`src/rolling_hash_substring_matcher_unit_defines.svh`:
```
// ----------------------------------------------------------------------------
// Rolling hash matcher: assertion macros
// Shared concurrent assertion forms for the matcher's RTL.
// ----------------------------------------------------------------------------
`ifndef ROLLING_HASH_SUBSTRING_MATCHER_UNIT_DEFINES_SVH
`define ROLLING_HASH_SUBSTRING_MATCHER_UNIT_DEFINES_SVH

// The consequent must hold in the same cycle as the antecedent.
`define RHSM_ASSERT_SAME(label, clk, rst, ante, cons, msg) \
   label: assert property (@(posedge clk) disable iff (rst) (ante) |-> (cons)) \
      else $error(msg);

// The consequent must hold in the cycle after the antecedent.
`define RHSM_ASSERT_NEXT(label, clk, rst, ante, cons, msg) \
   label: assert property (@(posedge clk) disable iff (rst) (ante) |=> (cons)) \
      else $error(msg);

`endif

```
`src/rhsm_pkg.sv`:
```
// ----------------------------------------------------------------------------
// Rolling hash matcher package
// Hash base, item kind codes and types shared by the matcher's modules.
// ----------------------------------------------------------------------------
`default_nettype none

package rhsm_pkg;

   typedef logic [63:0] hash_type;

   localparam hash_type HashBase = 64'd100071;

   localparam logic [1:0] KIND_PATTERN = 2'd0;
   localparam logic [1:0] KIND_TEXT    = 2'd1;
   localparam logic [1:0] KIND_CLEAR   = 2'd2;

   // Control for one step of the window hash unit.
   typedef struct packed {
      logic step;
      logic text;
      logic restart;
   } roll_ctl_type;

endpackage

`default_nettype wire

```
`src/rhsm_roll.sv`:
```
// ----------------------------------------------------------------------------
// Rolling hash matcher: window hash unit
// Holds the rolling window hash and fill count, advances them one word
// per step and clears them on a restart step.
// ----------------------------------------------------------------------------
`default_nettype none

module rhsm_roll #(
   parameter int LEN_W = 13
) (
   input  wire                         clock,
   input  wire                         reset,
   input  wire rhsm_pkg::roll_ctl_type ctl,
   input  wire [7:0]                   byte_value,
   input  wire [LEN_W-1:0]             plen,
   input  wire rhsm_pkg::hash_type     prod,
   output rhsm_pkg::hash_type          window_hash,
   output logic                        cand
);

   rhsm_pkg::hash_type hash_ff, hash_in;
   logic [LEN_W-1:0]   fill_ff, fill_in;
   rhsm_pkg::hash_type shifted;
   logic [LEN_W-1:0]   fill_next;

   assign shifted   = hash_ff * rhsm_pkg::HashBase + 64'(byte_value);
   assign fill_next = fill_ff + LEN_W'(1);

   always_comb begin
      hash_in = hash_ff;
      fill_in = fill_ff;
      cand    = 1'b0;
      if (ctl.step) begin
         if (ctl.restart) begin
            hash_in = '0;
            fill_in = '0;
         end else if (ctl.text && plen != '0) begin
            if (fill_ff < plen) begin
               hash_in = shifted;
               fill_in = fill_next;
               cand    = (fill_next == plen);
            end else begin
               // Full window: the oldest word drops out, weighted by base^len.
               hash_in = shifted - prod;
               cand    = 1'b1;
            end
         end
      end
   end

   always_ff @(posedge clock) begin
      if (reset) begin
         hash_ff <= '0;
         fill_ff <= '0;
      end else begin
         hash_ff <= hash_in;
         fill_ff <= fill_in;
      end
   end

   assign window_hash = hash_ff;

endmodule

`default_nettype wire

```
`config.mk`:
```
export PLATFORM = sky130hd
export DESIGN_NAME = rhsm_roll
export DESIGN_NICKNAME = d
export VERILOG_FILES = /design/src/rolling_hash_substring_matcher_unit_defines.svh /design/src/rhsm_pkg.sv /design/src/rhsm_roll.sv
export SDC_FILE = /design/constraint.sdc
export NUM_CORES = 1
export LEC_CHECK = 0
export BUFFER_PORTS_ARGS = -buffer_cell sky130_fd_sc_hd__buf_2
export CELL_PAD_IN_SITES_DETAIL_PLACEMENT = 0
export CELL_PAD_IN_SITES_GLOBAL_PLACEMENT = 1
export CORE_UTILIZATION = 30
export CTS_CLUSTER_DIAMETER = 60
export DETAILED_ROUTE_END_ITERATION = 6
export PLACE_DENSITY_LB_ADDON = 0.15
export RECOVER_POWER = 100
export SETUP_SLACK_MARGIN = 0.3
export SYNTH_ARGS = -nofsm -noshare
export SYNTH_HDL_FRONTEND = slang
export SYNTH_SLANG_ARGS = --single-unit
```
`constraint.sdc`:
```
create_clock -name clock -period 7.7 [get_ports clock]
set_input_delay 1.155 -clock clock [delete_from_list [all_inputs] [get_ports clock]]
set_output_delay 1.155 -clock clock [all_outputs]
set_load 0.05 [all_outputs]
```
[Yosys cells after proc, flatten, opt, wreduce, memory -nomap -nowiden]
Cells that the tools add are included.
Word-level totals
  register bits: 77
  bits in latches: 0
  bits in writable memories: 0
  ROM bits: 0
  output and inout port bits: 65
  word-level logic and storage cells: 24
  memories kept: 0
Cells by class
  $add $sub $neg: 3
  multiply operators: 1
  divide/modulo/power cells: 0
  order comparisons: 1
  equal/unequal tests: 1
  shift operators: 0
  mux-type cells: 10
  bitwise gates (word level): 0
  reductions and logical operators: 6
Operators with widths (number)
  two-way mux 64 bit: 3
  adder 64 x 8 -> 64 bit: 1
  multiplier 64 x 17 -> 64 bit, second input constant: 1
  subtractor 64 bit: 1
  two-way mux 13 bit: 3
  adder 13 x 1 -> 13 bit, second input constant: 1
  == test 13 bit: 1
  < comparator 13 bit: 1
  nonzero test 13 bit: 1
  two-way mux 1 bit: 4
  nonzero test 2 bit: 2
  AND reduction 3 bit: 1
  AND reduction 2 bit: 1
  logical AND 1 bit: 1

[Logic depth before layout (Yosys ltp)]
Gate-level depths: netlist (run 1).
  depth in word-level cells: 6
  mapped depth: 34
  depth with buffers taken out: 32

[Least setup slack after synthesis (run 1)]
OpenSTA, ideal clock, no wires.
  path kind: reg-to-reg
  start point: reg hash_ff[9], in the netlist window_hash[9]
  end point: reg hash_ff[53], in the netlist window_hash[53]
  arrival time: 8164 ps
  data required time: 7605 ps
  slack: -559 ps
  stages on the path, launching flop included: 29
  buffers on the path: 1
  period minus slack after synthesis: 8259 ps
  cell sequence: dfxtp_1 inv_1 fa_1 fa_1 fa_1 fa_1 inv_1 fa_1 inv_1 fa_1 inv_1 ha_1 o21a_1 o21ai_0 a2111o_1 a2111oi_4 o211ai_1 a21boi_0 o21ai_0 and2_1 ha_1 clkbuf_1 nand4_1 or4_1 o22a_1 o31a_1 a2111oi_0 nor4bb_1 a221oi_1
On the way
  cells in the longest elaborated chain, start to end: 6
Ends and longest elaborated chain
  start: declaration: RTL line rhsm_roll.sv:21  | rhsm_pkg::hash_type hash_ff, hash_in;
  start signal: assignment: RTL line rhsm_roll.sv:56  | hash_ff <= hash_in;
  multiplier 64 x 17 -> 64 bit (*): RTL line rhsm_roll.sv:26  | assign shifted = hash_ff * rhsm_pkg::HashBase + 64'(byte_value);
  adder 64 x 8 -> 64 bit (*): RTL line rhsm_roll.sv:26
  subtractor 64 bit: RTL line rhsm_roll.sv:44  | hash_in = shifted - prod;
  two-way mux 64 bit (*): RTL line rhsm_roll.sv:38  | if (fill_ff < plen) begin
  two-way mux 64 bit (*): RTL line rhsm_roll.sv:37  | end else if (ctl.text && plen != '0) begin
  two-way mux 64 bit (*): RTL line rhsm_roll.sv:34  | if (ctl.restart) begin
Mark *: on every way between the ends. The rest lies on a longest branch, timed or not. The select of a mux whose other input is x is not followed.
A chain may end at the register's enable or synchronous reset.

[Worst setup path after layout (run 1)]
  start point: reg hash_ff[22], in the netlist window_hash[22]
  end point: reg hash_ff[63], in the netlist window_hash[63]
The elaborated chain is that of the path after synthesis.

==> results.py, run 1 <==
metrics = {
    "outcome": {
        "run_status": "finished, violations left",
        "violated_checks": "max-capacitance violations, max-slew violations, negative setup slack",
    },
    "sta": {
        "final-hold-violation-count": 0,
        "timing.final.setup_violations": 23,
        "worstMarginPinSlew_ps": 1529,
        "final.min_clock_period_ps": 7981,
        "hold_slack_ps": 563.8,
        "report.final.slew_viol_count": 10,
        "slew_headroom": -0.02740,
        "fmax_mhz": 125.3,
        "finalCritPeriodShare": 1.036,
        "grt_setup_unrepaired": "yes",
        "fin_ws_ps": -280.6,
        "finalClockSkew_ps": 19.39,
        "fin_setup_tns_ps": -3002,
    },
    "worst_setup_path": {
        "worst_path_most_repeated_cell": "sky130_fd_sc_hd__fa_1",
        "end_kind": "flip-flop",
        "cp_max_fo": 4,
        "worst-setup-path-type": "flip-flop to flip-flop",
        "critical-path-slowest-cell": "sky130_fd_sc_hd__fa_1",
        "cp.required_ps": 7980,
        "critical_path_arrival_ps": 8260,
        "start_kind": "flip-flop",
        "crit_path_largest_cell_delay_ps": 560,
    },
    "place": {
        "dp_hpwl_um": 90400,
        "port-buffer-count": 154,
        "gp_congestion": 0.9432,
    },
    "synthesis": {
        "syn-cell-area_um2": 25070,
        "post_synth.cell_area_avg_um2": 8.668,
        "synth.top_cell.area_share": 0.3458,
        "seq_area_frac_synth": 0.06149,
        "netlist_instances": 2892,
        "synth.top_cells.by_area": "sky130_fd_sc_hd__fa_1, sky130_fd_sc_hd__ha_1, sky130_fd_sc_hd__inv_1",
        "postSynth.topFlopCell": "sky130_fd_sc_hd__dfxtp_1",
        "synth_edf_count": 0,
        "synth.yosys.warnings": 0,
        "synth_cell_types": 95,
        "commonest_cells_in_the_netlist": "sky130_fd_sc_hd__inv_1, sky130_fd_sc_hd__fa_1, sky130_fd_sc_hd__ha_1, sky130_fd_sc_hd__a21oi_1, sky130_fd_sc_hd__nand2_1",
        "yosys.area.top_type": "sky130_fd_sc_hd__fa_1",
        "yosys.cell_count.top_type": "sky130_fd_sc_hd__inv_1",
        "synth_seq_cells": 77,
        "synth_nets": 3714,
        "async_reset_ff_frac": 0,
    },
    "finish": {
        "drive_above_1_share": 0.3067,
        "flow.area_growth_from_synthesis_pct": 35.36,
        "postLayoutCoreUtil": 0.4119,
        "num-fill-cells": 8422,
        "register_area_um2": 1688,
        "design.final.nets": 4452,
        "antenna_cells": 0,
        "area_of_combinational_cells_with_multiple_inputs_um2": 22160,
    },
    "routing": {
        "num_vias": 23134,
        "routed_wirelength_um": 103100,
        "post-route-drc-count": 0,
        "detail_route.vias_per_cell": 4.917,
        "dr.first_iter.drc_count": 1149,
        "routedWlPerCell_um": 21.90,
        "antenna_violating_nets_post_route": 0,
        "drt_pre_antenna_iters": 5,
    },
    "floorplanning": {
        "top_level_ports": 155,
        "core-area_um2": 82370,
        "fp.dieH_um": 291.1,
        "starting_density": 0.3043,
        "die_area_um2": 84720,
        "placement_rows": 105,
        "dieWidth_um": 291.1,
    },
    "cts": {
        "numCtsBuffers": 9,
        "clock_path_buffers": 2,
        "worst_setup_hold_path_clk_slew_ps": 80,
        "cts_tree": "yes",
        "insertion_delay_ps": 410,
        "htree_num_levels": 3,
        "cts_root_buffer": "sky130_fd_sc_hd__clkbuf_16",
        "cts_sinks": 77,
        "cts_hold_repair.buffers": 0,
    },
    "pwr": {
        "power.density_nw_per_um2": 413.1,
        "ir_drop_v": 0.0002987,
        "total_leakage_power_nw": 16.91,
    },
    "run": {
        "cap_violations": 1,
    },
    "grt": {
        "global_route.overflow_total": 0,
        "grt_max_degree": 39,
        "grt_pass1_vias": 25449,
        "grt_usage": 0.2469,
        "global_route_wire_length_before_repair_um": 157700,
        "grt_antenna_before_repair": 0,
    },
    "hold_path": {
        "holdCritPathClass": "flip-flop to flip-flop",
    },
}
## per-stage QoR
stage | cell area (um2) | setup WS [ps] | power (W) | instances
finish | 33930 | -280.6 | 0.01402 | 4705
floorplan | 25410 | 219.4 | 0.006557 | 2892
global placement | 31610 | -506.5 | 0.01161 | 4633
detailed placement | 31610 | -511.1 | 0.01158 | 4633
CTS | 33260 | -327.6 | 0.01341 | 4683
global route | 33930 | -589.6 | 0.01512 | 4705
## layout by cell type, fill, tap and decap left out, types with 44 or more instances in the layout
cell / Yosys / final
sky130_fd_sc_hd__a21o_1: 54 / 54
sky130_fd_sc_hd__ha_1: 299 / 270
sky130_fd_sc_hd__clkbuf_1: 57 / 70
sky130_fd_sc_hd__buf_2: 12 / 89
sky130_fd_sc_hd__buf_4: 2 / 613
sky130_fd_sc_hd__fa_1: 433 / 418
sky130_fd_sc_hd__nand2_1: 149 / 140
sky130_fd_sc_hd__inv_1: 713 / 675
sky130_fd_sc_hd__xor2_1: 53 / 44
sky130_fd_sc_hd__a21oi_1: 165 / 120
sky130_fd_sc_hd__nand3_1: 50 / 44
sky130_fd_sc_hd__nor2_1: 148 / 132
sky130_fd_sc_hd__o21ai_0: 108 / 67
sky130_fd_sc_hd__xnor2_1: 83 / 67
## registers in the layout, indices dropped and copies added (netlist names)
| name | count |
|---|---|
| fill_ff | 13 |
| window_hash | 64 |
## what timing repair did
item / 4_1_cts / 5_1_grt
setup buffers: 34 / 22
pin swaps: 132 / 99
endpoints found under the setup margin: 46 / 49
resized for setup: 233 / 138
hold endpoints to repair: 0 / 0
## worst max-delay path: cells and delay by family (launching register included)
| family | cells | cell delay (ps) |
|---|---|---|
| fa+ha+maj | 8 | 3560 |
| compound gates | 13 | 2720 |
| buf+inv | 6 | 520 |
| flops | 1 | 360 |
| xor+xnor | 2 | 360 |
| mux | 1 | 230 |
| simple gates | 1 | 120 |
## metal layers
metal | routed length (um) | vias up | GRT usage | share of wire
met3 | 2532 | 121 | 0.01665 | 0.025
met1 | 44410 | 11675 | 0.3132 | 0.43
met5 | 0 | - | 0 | 0
met2 | 52890 | 442 | 0.4492 | 0.51
li1 | - | 10896 | - | -
met4 | 3227 | 0 | 0.06620 | 0.031
## report_power, final
group	internal (W)	total [W]	leakage, nW	switching (W)
Clock	0.000251	0.000496	0.154	0.000245
Sequential	0.000438	0.000517	0.654	0.0000787
Combinational	0.00605	0.0130	16.1	0.00695
## final cells by class
cell class / count / area share
inverter: 713 / 0.08009
clock inverter: 5 / 0.001106
timing repair buffer: 808 / 0.1687
tap: 1070 / 0.03946
sequential: 77 / 0.04974
multi-input combinational: 2021 / 0.6531
clock buffer: 11 / 0.007781
## cells by family (layout without fill, tap and decap cells)
group                    Yosys count  count (layout)  share of synthesized area
AO/OA/AOI/OAI                    606             606                     0.1651
multiplexers                      12              12                   0.004792
adder cells (fa/ha/maj)          732             732                     0.4950
AND/OR/NAND/NOR                  535             535                     0.1025
XOR/XNOR                         136             136                    0.04752
flip-flops                        77              77                    0.06149
buffers and inverters            794            1537                     0.1236
## worst paths after layout
path	start	to	slack, ps	cells after the start
min reg2reg	fill_ff[8]$_SDFFE_PP0P_	fill_ff[8]$_SDFFE_PP0P_	560	2
min	fill_ff[8]$_SDFFE_PP0P_	fill_ff[8]$_SDFFE_PP0P_	560	2
max reg2reg	window_hash[22]$_SDFFE_PP0P_	window_hash[63]$_SDFFE_PP0P_	-280	31
max	window_hash[22]$_SDFFE_PP0P_	window_hash[63]$_SDFFE_PP0P_	-280	31
Power figures use the tool's default switching activity.
==> run 2: changes to the inputs <==
Settings changed: CELL_PAD_IN_SITES_DETAIL_PLACEMENT 0 to not set, CELL_PAD_IN_SITES_GLOBAL_PLACEMENT 1 to not set.
==> run 2 against run 1 <==
Effect of this change:
- the run still ends with max-capacitance violations, max-slew violations, negative setup slack left
- die area did not move
- combinational power barely moved
- total power rose by 0.23%
- non-clock buffer count rose by 11
- via count is 1.2% lower
- first-iteration DRC count grew 14%
==> results.py, run 2 (synthesized netlist as in run 1, its figures left out) <==
metrics = {
    "cts": {
        "insertion_delay_ps": 410,
        "worst_setup_hold_path_clk_slew_ps": 70,
        "cts_sinks": 77,
        "htree_num_levels": 3,
        "clock_path_buffers": 2,
        "cts_hold_repair.buffers": 0,
        "numCtsBuffers": 9,
        "cts_root_buffer": "sky130_fd_sc_hd__clkbuf_16",
        "cts_tree": "yes",
    },
    "sta": {
        "timing.final.setup_violations": 15,
        "final-hold-violation-count": 0,
        "report.final.slew_viol_count": 44,
        "finalClockSkew_ps": 15.50,
        "fmax_mhz": 126.0,
        "final.min_clock_period_ps": 7934,
        "fin_ws_ps": -234.0,
        "worstMarginPinSlew_ps": 2774,
        "grt_setup_unrepaired": "yes",
        "finalCritPeriodShare": 1.030,
        "slew_headroom": -0.8562,
        "hold_slack_ps": 553.6,
    },
    "hold_path": {
        "holdCritPathClass": "flip-flop to flip-flop",
        "hold-path-cell-count": 2,
    },
    "routing": {
        "antenna_violating_nets_post_route": 0,
        "detail_route.vias_per_cell": 4.846,
        "num_vias": 22856,
        "post-route-drc-count": 0,
        "routed_wirelength_um": 97470,
        "drt_pre_antenna_iters": 6,
        "routedWlPerCell_um": 20.67,
        "dr.first_iter.drc_count": 1308,
    },
    "place": {
        "dp_hpwl_um": 85070,
        "gp_congestion": 0.9320,
        "port-buffer-count": 154,
        "detailed_place.area_um2": 31630,
        "detailedPlace.worstSlack_ps": -500.2,
    },
    "finish": {
        "register_area_um2": 1689,
        "design.final.nets": 4463,
        "largest_register_ffs": 64,
        "area_of_combinational_cells_with_multiple_inputs_um2": 22380,
        "flow.area_growth_from_synthesis_pct": 36.74,
        "finish.instance_area_um2": 34280,
        "mostFrequentLayoutCell": "sky130_fd_sc_hd__inv_1",
        "antenna_cells": 0,
        "final_cell_mix": "sky130_fd_sc_hd__inv_1, sky130_fd_sc_hd__buf_4, sky130_fd_sc_hd__fa_1",
        "num-fill-cells": 8384,
        "drive_above_1_share": 0.3149,
    },
    "run": {
        "cap_violations": 2,
    },
    "outcome": {
        "violated_checks": "max-capacitance violations, max-slew violations, negative setup slack",
        "run_status": "finished, violations left",
    },
    "pwr": {
        "total_leakage_power_nw": 16.93,
        "power.density_nw_per_um2": 409.8,
        "ir_drop_v": 0.0003357,
    },
    "worst_setup_path": {
        "crit_path_largest_cell_delay_ps": 580,
        "critical_path_arrival_ps": 8210,
        "worst-setup-path-type": "flip-flop to flip-flop",
        "cp.required_ps": 7980,
        "worst_path_most_repeated_cell": "sky130_fd_sc_hd__buf_4",
        "cp_max_fo": 4,
        "end_kind": "flip-flop",
        "r2r_cells": 33,
        "start_kind": "flip-flop",
        "critical-path-slowest-cell": "sky130_fd_sc_hd__fa_2",
    },
    "grt": {
        "grt_max_degree": 55,
        "grt_pass1_vias": 24436,
        "global_route_wire_length_before_repair_um": 148900,
        "global_route.overflow_total": 0,
        "grt_usage": 0.2347,
        "grt_antenna_before_repair": 1,
    },
    "floorplanning": {
        "starting_density": 0.3043,
        "top_level_ports": 155,
        "die_area_um2": 84720,
        "core-area_um2": 82370,
        "fp.dieH_um": 291.1,
        "dieWidth_um": 291.1,
        "placement_rows": 105,
    },
}
## run 2: cell count changes in the layout (fill, tap and decap cells not counted), sizes merged
cell,before,now
buf,736,746
bufinv,0,2
inv,712,710
clkbuf,83,84
clkinv,1,2
clkinvlp,5,4
## run 2: worst max-delay path: cells and delay by family (launching register included)
kind | cells | cell delay [ps]
AOI/OAI and AO/OA | 8 | 1350
adders and majority gates | 8 | 3320
DFF | 1 | 360
buffers and inverters | 10 | 1210
and+or+nand+nor | 7 | 1550
## run 2: layout make-up
type,instances,area share
clock inverter,5,0.002409
multi-input combinational,2021,0.6530
sequential,77,0.04928
clock buffer,11,0.007081
inverter,713,0.07903
tap,1070,0.03906
timing repair buffer,819,0.1701
## run 2: through the flow
step                      std cells  TNS [ps]  utilization  power, W
after global routing           4716     -8639       0.4161   0.01516
after detailed placement       4631     -8289       0.3840   0.01142
after floorplan                2892         0            -  0.006557
after global placement         4631     -8117       0.3840   0.01151
after CTS                      4696     -1790       0.4085   0.01348
final                          4716     -1701       0.4161   0.01405
## run 2: timing repair
| item | in CTS | in global routing |
|---|---|---|
| pin swaps | 176 | 86 |
| resized for setup | 263 | 132 |
| endpoints found under the setup margin | 38 | 48 |
| setup buffers | 49 | 20 |
| hold endpoints to repair | 0 | 0 |
## run 2: metal layers
layer / routed length (um) / vias to the layer above / part of all wire / track usage
met5: 11 / - / 0.00011 / 0
met4: 3154 / 2 / 0.032 / 0.07304
met3: 3462 / 115 / 0.036 / 0.02565
met2: 48090 / 489 / 0.49 / 0.4056
met1: 42760 / 11301 / 0.44 / 0.3055
li1: - / 10949 / - / -
## run 2: report_power, final
| group | internal [W] | leakage (nW) | switching (W) |
|---|---|---|---|
| Clock | 0.000294 | 0.160 | 0.000228 |
| Combinational | 0.00608 | 16.1 | 0.00693 |
| Sequential | 0.000439 | 0.655 | 0.0000829 |
| Total | 0.00681 | 16.9 | 0.00724 |
## run 2: worst paths after layout
path / endpoint / startpoint / slack [ps]
hold / removal: window_hash[40]$_SDFFE_PP0P_ / window_hash[40]$_SDFFE_PP0P_ / 550
setup reg to reg: window_hash[61]$_SDFFE_PP0P_ / window_hash[6]$_SDFFE_PP0P_ / -230
setup / recovery: window_hash[61]$_SDFFE_PP0P_ / window_hash[6]$_SDFFE_PP0P_ / -230
hold reg to reg: window_hash[40]$_SDFFE_PP0P_ / window_hash[40]$_SDFFE_PP0P_ / 550
==> run 3: changes to the inputs <==
Settings changed: CORE_MARGIN set to 5, GPL_TIMING_DRIVEN set to 0.
==> run 3 against run 2 <==
Effect of this change:
- the flow finishes with violations (negative setup slack)
- clock power fell by 17%
- register-to-register slack lost 340 ps
- count of clock-buffer cells in the layout increased by 1
- clock skew down 7.0 ps
- sequential share of layout area is 0.56 points higher
==> results.py, run 3 (synthesized netlist as in run 1, its figures left out) <==
metrics = {
    "grt": {
        "most_congested_layer_reported_by_global_routing": "met2",
        "grt_use_met1": 0.2930,
        "grt.met3_usage": 0.01354,
        "global_route_wire_length_before_repair_um": 141700,
        "grt_pass1_vias": 22034,
        "grtUsageMet2": 0.3650,
        "grt_antenna_before_repair": 2,
        "grt_usage": 0.2079,
        "global_route.overflow_total": 0,
        "grt_max_degree": 13,
    },
    "cts": {
        "numCtsBuffers": 9,
        "cts_sinks": 77,
        "cts_tree": "yes",
        "worst_setup_hold_path_clk_slew_ps": 60,
        "cts_root_buffer": "sky130_fd_sc_hd__clkbuf_16",
        "insertion_delay_ps": 360,
        "htree_num_levels": 3,
        "clock_path_buffers": 2,
    },
    "sta": {
        "slew_headroom": 0.2787,
        "fin_setup_tns_ps": -6038,
        "final.min_clock_period_ps": 8277,
        "timing.final.setup_violations": 18,
        "fin_ws_ps": -577.3,
        "report.final.slew_viol_count": 0,
        "final-hold-violation-count": 0,
        "finalClockSkew_ps": 8.481,
        "grt_setup_unrepaired": "yes",
        "worstMarginPinSlew_ps": 1082,
        "fmax_mhz": 120.8,
        "finalCritPeriodShare": 1.075,
    },
    "floorplanning": {
        "top_level_ports": 155,
        "dieWidth_um": 299.1,
        "die_area_um2": 89440,
        "placement_rows": 106,
        "starting_density": 0.3010,
        "fp.dieH_um": 299.1,
        "core-area_um2": 83290,
    },
    "routing": {
        "dr.first_iter.drc_count": 1474,
        "num_vias": 21673,
        "detail_route.vias_per_cell": 5.045,
        "routed_wirelength_um": 94440,
        "antenna_violating_nets_post_route": 0,
        "routedWlPerCell_um": 21.98,
        "drt_pre_antenna_iters": 7,
        "post-route-drc-count": 0,
    },
    "place": {
        "port-buffer-count": 154,
        "gp_congestion": 0.9293,
        "detailed_place.area_um2": 27530,
        "dp_hpwl_um": 79180,
    },
    "finish": {
        "antenna_cells": 0,
        "mostFrequentLayoutCell": "sky130_fd_sc_hd__inv_1",
        "design.final.nets": 4033,
        "flow.area_growth_from_synthesis_pct": 23.95,
        "num-fill-cells": 8636,
        "postLayoutCoreUtil": 0.3730,
        "final_cell_mix": "sky130_fd_sc_hd__inv_1, sky130_fd_sc_hd__fa_1, sky130_fd_sc_hd__ha_1",
        "drive_above_1_share": 0.2404,
        "register_area_um2": 1704,
        "area_of_combinational_cells_with_multiple_inputs_um2": 22400,
        "largest_register_ffs": 64,
        "finish.instance_area_um2": 31070,
    },
    "worst_setup_path": {
        "critical-path-slowest-cell": "sky130_fd_sc_hd__fa_1",
        "r2r_cells": 28,
        "crit_path_largest_cell_delay_ps": 560,
        "end_kind": "flip-flop",
        "cp_max_fo": 10,
        "worst_path_most_repeated_cell": "sky130_fd_sc_hd__fa_1",
        "start_kind": "flip-flop",
        "critical_path_arrival_ps": 8510,
        "worst-setup-path-type": "flip-flop to flip-flop",
        "cp.required_ps": 7930,
    },
    "pwr": {
        "total_leakage_power_nw": 15.03,
        "ir_drop_v": 0.0002545,
        "power.density_nw_per_um2": 383.1,
    },
    "outcome": {
        "run_status": "finished, violations left",
        "violated_checks": "negative setup slack",
    },
    "hold_path": {
        "holdCritPathClass": "flip-flop to flip-flop",
        "hold-path-cell-count": 2,
    },
    "run": {
        "cap_violations": 0,
    },
}
==> run 3: cell types whose count changed in the layout (fill, tap and decap cells not counted), moves of 7 or more <==
cell | before | now
sky130_fd_sc_hd__a22oi_2 | 7 | 0
sky130_fd_sc_hd__a22oi_1 | 25 | 32
sky130_fd_sc_hd__buf_2 | 87 | 158
sky130_fd_sc_hd__clkbuf_8 | 1 | 12
sky130_fd_sc_hd__o21ai_2 | 17 | 24
sky130_fd_sc_hd__buf_4 | 627 | 136
sky130_fd_sc_hd__clkbuf_2 | 0 | 8
sky130_fd_sc_hd__a21oi_1 | 118 | 111
sky130_fd_sc_hd__clkbuf_1 | 71 | 41
==> run 3: worst paths after layout <==
path                                              startpoint                      endpoint  slack, ps
worst max-delay path            window_hash[37]$_SDFFE_PP0P_  window_hash[63]$_SDFFE_PP0P_       -580
worst min-delay path            window_hash[16]$_SDFFE_PP0P_  window_hash[16]$_SDFFE_PP0P_        530
worst max register to register  window_hash[37]$_SDFFE_PP0P_  window_hash[63]$_SDFFE_PP0P_       -580
worst min register to register  window_hash[16]$_SDFFE_PP0P_  window_hash[16]$_SDFFE_PP0P_        530
==> run 3: per-stage QoR <==
stage | power (W) | cells | setup WS, ps | hold WS [ps]
final | 0.01190 | 4296 | -577.3 | 532.6
after global routing | 0.01286 | 4296 | -882.4 | 549.3
after CTS | 0.01071 | 4235 | -640.3 | 527.5
after detailed placement | 0.008866 | 4126 | -1190 | 516.7
after global placement | 0.008917 | 4126 | -1208 | 517.2
after floorplan | 0.006557 | 2892 | 219.4 | 505.9
==> run 3: what timing repair did <==
| item | CTS | global route |
|---|---|---|
| hold buffers | 0 | 0 |
| setup buffers | 93 | 61 |
| resized for setup | 263 | 213 |
| hold endpoints to repair | 0 | 0 |
| pin swaps | 91 | 143 |
| setup endpoints to repair | 45 | 47 |
==> run 3: critical path, delay by kind of cell, from the launching register on <==
| family | cells | cell delay, ps |
|---|---|---|
| buf+inv | 3 | 390 |
| mux | 1 | 320 |
| compound gates | 13 | 2880 |
| xor+xnor | 2 | 330 |
| simple gates | 1 | 180 |
| flops | 1 | 420 |
| fa+ha+maj | 8 | 3630 |
==> run 3: routing by layer <==
layer	vias to the layer above	part of all wire
met5	-	0.00014
met4	2	0.013
met3	73	0.038
met2	502	0.50
met1	11009	0.45
li1	10087	-
==> run 3: power by group <==
part	switching (W)	internal [W]	leakage, nW
combinational	0.00637	0.00453	14.2
sequential	0.000130	0.000440	0.658
clock	0.000192	0.000243	0.142
total	0.00669	0.00521	15.0
==> run 3: layout make-up <==
type / instances / share of cell area
clock buffer: 12 / 0.008577
multi-input combinational: 2021 / 0.7208
inverter: 713 / 0.08807
timing repair buffer: 308 / 0.06592
sequential: 77 / 0.05485
tap: 1080 / 0.04349
clock inverter: 4 / 0.0006846
buffer: 81 / 0.01760
